File: src/rtl/core/qmnu_pkg.sv
// Shared types and constants for the QUBO Metropolis node update block.
package qmnu_pkg;

    localparam int OP_W = 3;
    localparam int ROW_W = 6;
    localparam int DELTA_W = 32;
    localparam int ENERGY_W = 48;
    localparam int CFG_W = 7;

    typedef enum logic [OP_W-1:0] {
        OP_LOAD_COUPLING = 3'd0,
        OP_LOAD_NODE     = 3'd1,
        OP_LOAD_ENERGY   = 3'd2,
        OP_VISIT         = 3'd3,
        OP_READ          = 3'd4
    } t_opcode;

    // controller -> datapath commands
    typedef struct packed {
        logic capture;   // latch the input beat
        logic exec;      // do load / read / fetch own flip energy
        logic decide;    // compute threshold product
        logic judge;     // accept/reject, start walk
        logic walk;      // one node of the update walk
        logic finish;    // write own flip energy, build result
    } t_cmd;

    // datapath -> controller status
    typedef struct packed {
        logic is_visit;
        logic take;
        logic walk_done;
    } t_sts;

    // exp(-f/256) in Q1.16 via the same rounded Q0.32 recurrence, evaluated
    // at elaboration; used only through the constant tables in qmnu_dp.
    function automatic logic [16:0] exp_frac_calc(input int f);
        logic [63:0] p;
        p = 64'h1_0000_0000;
        for (int m = 0; m < f; m++) begin
            p = (p * 64'd4278222805 + 64'h8000_0000) >> 32;
        end
        return 17'((p + 64'd32768) >> 16);
    endfunction

    function automatic logic [16:0] exp_int_calc(input int k);
        logic [63:0] p;
        p = 64'h1_0000_0000;
        for (int m = 0; m < k; m++) begin
            p = (p * 64'd1580030169 + 64'h8000_0000) >> 32;
        end
        return 17'((p + 64'd32768) >> 16);
    endfunction

endpackage

File: src/rtl/core/qmnu_ctrl.sv
// Controller state machine for the QUBO Metropolis node update block.
module qmnu_ctrl
    import qmnu_pkg::*;
(
    input  logic i_clk,
    input  logic i_rst_n,
    input  logic i_in_fire,
    input  logic i_out_fire,
    input  t_sts i_sts,
    output logic o_in_ready,
    output logic o_out_valid,
    output t_cmd o_cmd
);

    typedef enum logic [6:0] {
        S_IDLE   = 7'b0000001,
        S_EXEC   = 7'b0000010,
        S_DECIDE = 7'b0000100,
        S_JUDGE  = 7'b0001000,
        S_WALK   = 7'b0010000,
        S_FINISH = 7'b0100000,
        S_OUT    = 7'b1000000
    } t_state;

    t_state r_state, n_state;

    always_ff @(posedge i_clk) begin
        if (!i_rst_n) begin
            r_state <= S_IDLE;
        end else begin
            r_state <= n_state;
        end
    end

    always_comb begin
        n_state = r_state;
        o_cmd = '0;
        o_in_ready = 1'b0;
        o_out_valid = 1'b0;
        case (r_state)
            S_IDLE: begin
                o_in_ready = 1'b1;
                o_cmd.capture = i_in_fire;
                if (i_in_fire) n_state = S_EXEC;
            end
            S_EXEC: begin
                o_cmd.exec = 1'b1;
                n_state = S_DECIDE;
            end
            S_DECIDE: begin
                o_cmd.decide = 1'b1;
                n_state = i_sts.is_visit ? S_JUDGE : S_FINISH;
            end
            S_JUDGE: begin
                o_cmd.judge = 1'b1;
                n_state = i_sts.take ? S_WALK : S_FINISH;
            end
            S_WALK: begin
                o_cmd.walk = 1'b1;
                if (i_sts.walk_done) n_state = S_FINISH;
            end
            S_FINISH: begin
                o_cmd.finish = 1'b1;
                n_state = S_OUT;
            end
            S_OUT: begin
                o_out_valid = 1'b1;
                if (i_out_fire) n_state = S_IDLE;
            end
            default: n_state = S_IDLE;
        endcase
    end

endmodule

File: config.mk
export PLATFORM = sky130hd
export DESIGN_NAME = qmnu_ctrl
export DESIGN_NICKNAME = d
export VERILOG_FILES = /design/src/rtl/core/qmnu_pkg.sv /design/src/rtl/core/qmnu_ctrl.sv
export SDC_FILE = /design/constraint.sdc
export NUM_CORES = 1
export LEC_CHECK = 0
export BUFFER_PORTS_ARGS = -buffer_cell sky130_fd_sc_hd__buf_2
export CORE_AREA = 2 2 39 41
export DETAILED_ROUTE_END_ITERATION = 16
export DIE_AREA = 0 0 41 43
export SYNTH_ARGS = -nofsm -noshare
export SYNTH_HDL_FRONTEND = slang
export SYNTH_SLANG_ARGS = --single-unit
export TNS_END_PERCENT = 1
File: constraint.sdc
create_clock -name i_clk -period 2.2 [get_ports i_clk]
set_input_delay 0.22 -clock i_clk [delete_from_list [all_inputs] [get_ports i_clk]]
set_output_delay 0.22 -clock i_clk [all_outputs]
set_load 0.03 [all_outputs]
# == Word level (Yosys, flattened, before mapping) ==
# Cells that the tools add are included.
# op_classes
n_eq_ne,10
n_mux,14
reduce_logical,1
# op_table
cell,n
case mux 7 bit (7 select lines),1
two-way mux 7 bit,3
two-way mux 6 bit,2
two-way mux 1 bit,8
"equality test 7 x 1 -> 1 bit, second input constant",1
"equality test 7 x 2 -> 1 bit, second input constant",1
"equality test 7 x 3 -> 1 bit, second input constant",1
"equality test 7 x 4 -> 1 bit, second input constant",1
"equality test 7 x 5 -> 1 bit, second input constant",1
"equality test 7 x 6 -> 1 bit, second input constant",1
"equality test 7 bit, second input constant",1
"!= test 2 bit, second input constant",3
AND reduction 3 bit,1
# word_totals
inputBits,7
reg_bits,7
out_inout_bits,8

# == Depth between registers and ports, before layout ==
# logic_depth
word_depth,3
mapped_depth,5
depth_no_buf,4

# == Worst setup path after synthesis ==
# OpenSTA, ideal clock, no wires.
# synth_path
kind,reg-to-output
start,register r_state[2]
end,output port o_cmd[5] (netlist name)
arrival_time_ps,1470
stages_incl_launch_ff,4
slack_ps,510
path_cell_list,dfxtp_1 nor4_4 and3_1 and2_1
# synth_rtl
element,line_no,rtl
start: declaration,qmnu_ctrl.sv:25,"t_state r_state, n_state;"
start signal: assignment,qmnu_ctrl.sv:31,r_state <= n_state;
end: declaration,qmnu_ctrl.sv:12,output t_cmd o_cmd

==> metrics.csv <==
stage;metric;value;unit
cts;cts.reportedPaths.clkPinSlew;0.05;ns
critical_path;timing.critical_path.fanout_max;9;
critical_path;end_kind;output port;
global_routing;overflow;0;
place;preCtsSetupSlack;0.6713;ns
synth;ys_ff_latch;7;
critical_path;path_delay_family;simple AND/OR/NAND/NOR gates;
drt;dr.pass1.iters;4;
synth;synth-seq-area-share;0.2725;
power;pwr_density_cell;777.9;nW/um^2
final_layout;finish.net_count;77;
global_routing;grt_max_degree;10;
sta;final.setup_skew;0.003775;ns
synth;netlist_top_cells_area;sky130_fd_sc_hd__dfxtp_1, sky130_fd_sc_hd__nor3b_1, sky130_fd_sc_hd__and3_1;
cts;root_buffer;sky130_fd_sc_hd__clkbuf_4;
critical_path;timing.rr.start;r_state[4]$_SDFFE_PN0P_;
final_layout;largest_reg_flops;7;
critical_path;crit_path_max_incr_delay;0.39;ns
worst_hold_path;worstHoldStart;i_rst_n;
synth;yosysTopAreaCellShare;0.2725;
critical_path;critical_path_arrival;1.56;ns
final_layout;final_common_cell;sky130_fd_sc_hd__buf_2;
cts;cts_resized;0;
global_routing;grt_util_all_layers;0.1653;
global_routing;grt_antenna_before_repair;0;
sta;timing.slew.headroom;0.6905;
critical_path;start_to_end_type_of_the_worst_setup_path;flop to output port;
cts;numClockSinks;7;
floorplan;io_pins;15;
place;place.port_buffers;14;
final_layout;mostFrequentLayoutCells;sky130_fd_sc_hd__buf_2, sky130_fd_sc_hd__dfxtp_1, sky130_fd_sc_hd__nor2_1, sky130_fd_sc_hd__and3_1, sky130_fd_sc_hd__nor3b_1;
final_layout;num_antenna_cells;0;
synth;cell_area_after_synthesis;514.2;sq um
sta;share_of_the_cycle_needed_by_the_critical_path_after_routing;0.8081;
critical_path;required;1.98;ns
drt;post_route_antenna_net_violation_count;0;
cts;hold_buffers;0;
final_layout;top_regs;r_state x7;
floorplan;floorplan.die_area;1763;sq um
outcome;result_of_the_run;finished clean;
drt;routed_via_density;5.259;
worst_hold_path;worstHoldPathCells;2;
floorplan;core;1384;sq um
critical_path;critPathLaunch;r_state[2]$_SDFFE_PN0P_;
cts;postCtsSetupBuffers;0;
critical_path;crit_buf_inv;1;
floorplan;num_rows;14;
synth;synthesis.instances;52;
final_layout;layout-drive-gt1-share;0.3913;
synth;number_of_synthesis_warnings;0;
critical_path;critical-path-slowest-cell;sky130_fd_sc_hd__dfxtp_1;
synth;synth_top_area_cell;sky130_fd_sc_hd__dfxtp_1;
power;leakage_power;0.0002844;uW
critical_path;startpoint_types;flop;
floorplan;start_util;0.3716;
sta;rsz0062_at_grt;false;
sta;fmax;562.5;MHz
place;detailedPlacementHpwl;862.6;um
critical_path;cp.depth;4;
final_layout;flow.area_growth_from_synthesis;20.44;%
sta;finalSetupViolCount;0;
sta;worst_slack;0.4223;ns
critical_path;worstRegToRegCells;4;
cts;clock_latency_late_sink;0.24;ns
cts;cts_made_buffers;3;
floorplan;fp.dieH;43;um
floorplan;die_w;41;um
cts;clock_tree.buffer_depth;2;
drt;routed-via-count;447;
synth;syn_avg_cell_area;9.889;sq um
cts;cts-htree-levels;1;
global_routing;vias_in_the_first_global_route;434;
critical_path;crit_chain;nor4_4 > and3_1 > and2_1 > buf_2;
sta;post-route-min-period;1.778;ns
sta;finalSetupTns;0;ns
synth;synth.lib_cells_used.distinct;28;
cts;tritoncts;yes;
power;max_rail_drop_vdd;0.2339;mV
sta;pin_slew_with_the_least_headroom_to_its_limit;0.4622;ns
place;finalWeightedCongestion;0.7707;
synth;post_synth_net_total;59;
global_routing;wire_length_of_the_first_global_routing_pass;1952;um
drt;remaining_drc_errors;0;
final_layout;max_flop_register;r_state;
sta;drv_slew;0;
sta;timing.final.hold_violations;0;
drt;detail_route.wl_per_cell;12.92;um
drt;drt-total-wl;1098;um
drt;drt_iter0_drc;16;
run;drv.max_cap_violation_count;0;
worst_hold_path;hp-class;input port to flop;
## where the power goes
group / total (uW) / switching, uW / internal, uW
registers: 176 / 34.7 / 142
logic: 192 / 106 / 86.1
clock network: 113 / 44.1 / 69.0
total: 482 / 185 / 297
## cells by family after synthesis
group | count (synthesis) | share of synthesized area
mux | 1 | 0.01947
simple gates | 30 | 0.4866
buf+inv | 3 | 0.03650
flops | 7 | 0.2725
xor+xnor | 1 | 0.01703
compound gates | 10 | 0.1679
## metrics by stage
step                cell area (sq um)  hold slack (ns)  utilization  instances  power [uW]
floorplan                       514.2           0.3417            -         52       325.1
global placement                593.1           0.4482       0.4286         81       371.6
detailed placement              593.1           0.4555       0.4286         81       373.6
CTS                             619.3           0.1989       0.4476         85       491.0
global route                    619.3           0.2169       0.4476         85       522.3
finish                          619.3           0.2033       0.4476         85       481.8
## final timing paths
check	endpoint	slack [ns]
worst max-delay path	o_cmd[5]	0.42
worst min register to register	r_state[0]$_SDFFE_PN1P_	0.73
worst max register to register	r_state[0]$_SDFFE_PN1P_	0.79
worst min-delay path	r_state[4]$_SDFFE_PN0P_	0.20
## cells in the mapped netlist, drive strengths merged
master   instances
a21o             1
a21oi            3
a2bb2o           1
and2             2
and3             4
and4b            3
and4bb           2
buf              1
dfxtp            7
inv              2
mux2i            1
nand2            1
nand4b           1
nor2             5
nor2b            3
nor3             3
nor3b            4
nor4             1
nor4b            1
o211ai           2
o21ai            1
o2bb2ai          1
o31ai            1
xor2             1
## per-layer routing
metal	wire length, um	vias up	track usage
li1	-	233	-
met3	53	2	0.03141
met5	0	-	0
met4	12	0	0.1000
met1	512	199	0.2182
met2	518	13	0.2375
## layout make-up
class,instances,area [sq um]
flip-flops and latches,7,140.1
clock buffers,4,26.28
multi-input cells,42,355.3
well taps,16,20.02
fillers,153,764.5
repair buffers,14,70.07
inverters,2,7.507
Power figures use the tool's default switching activity.
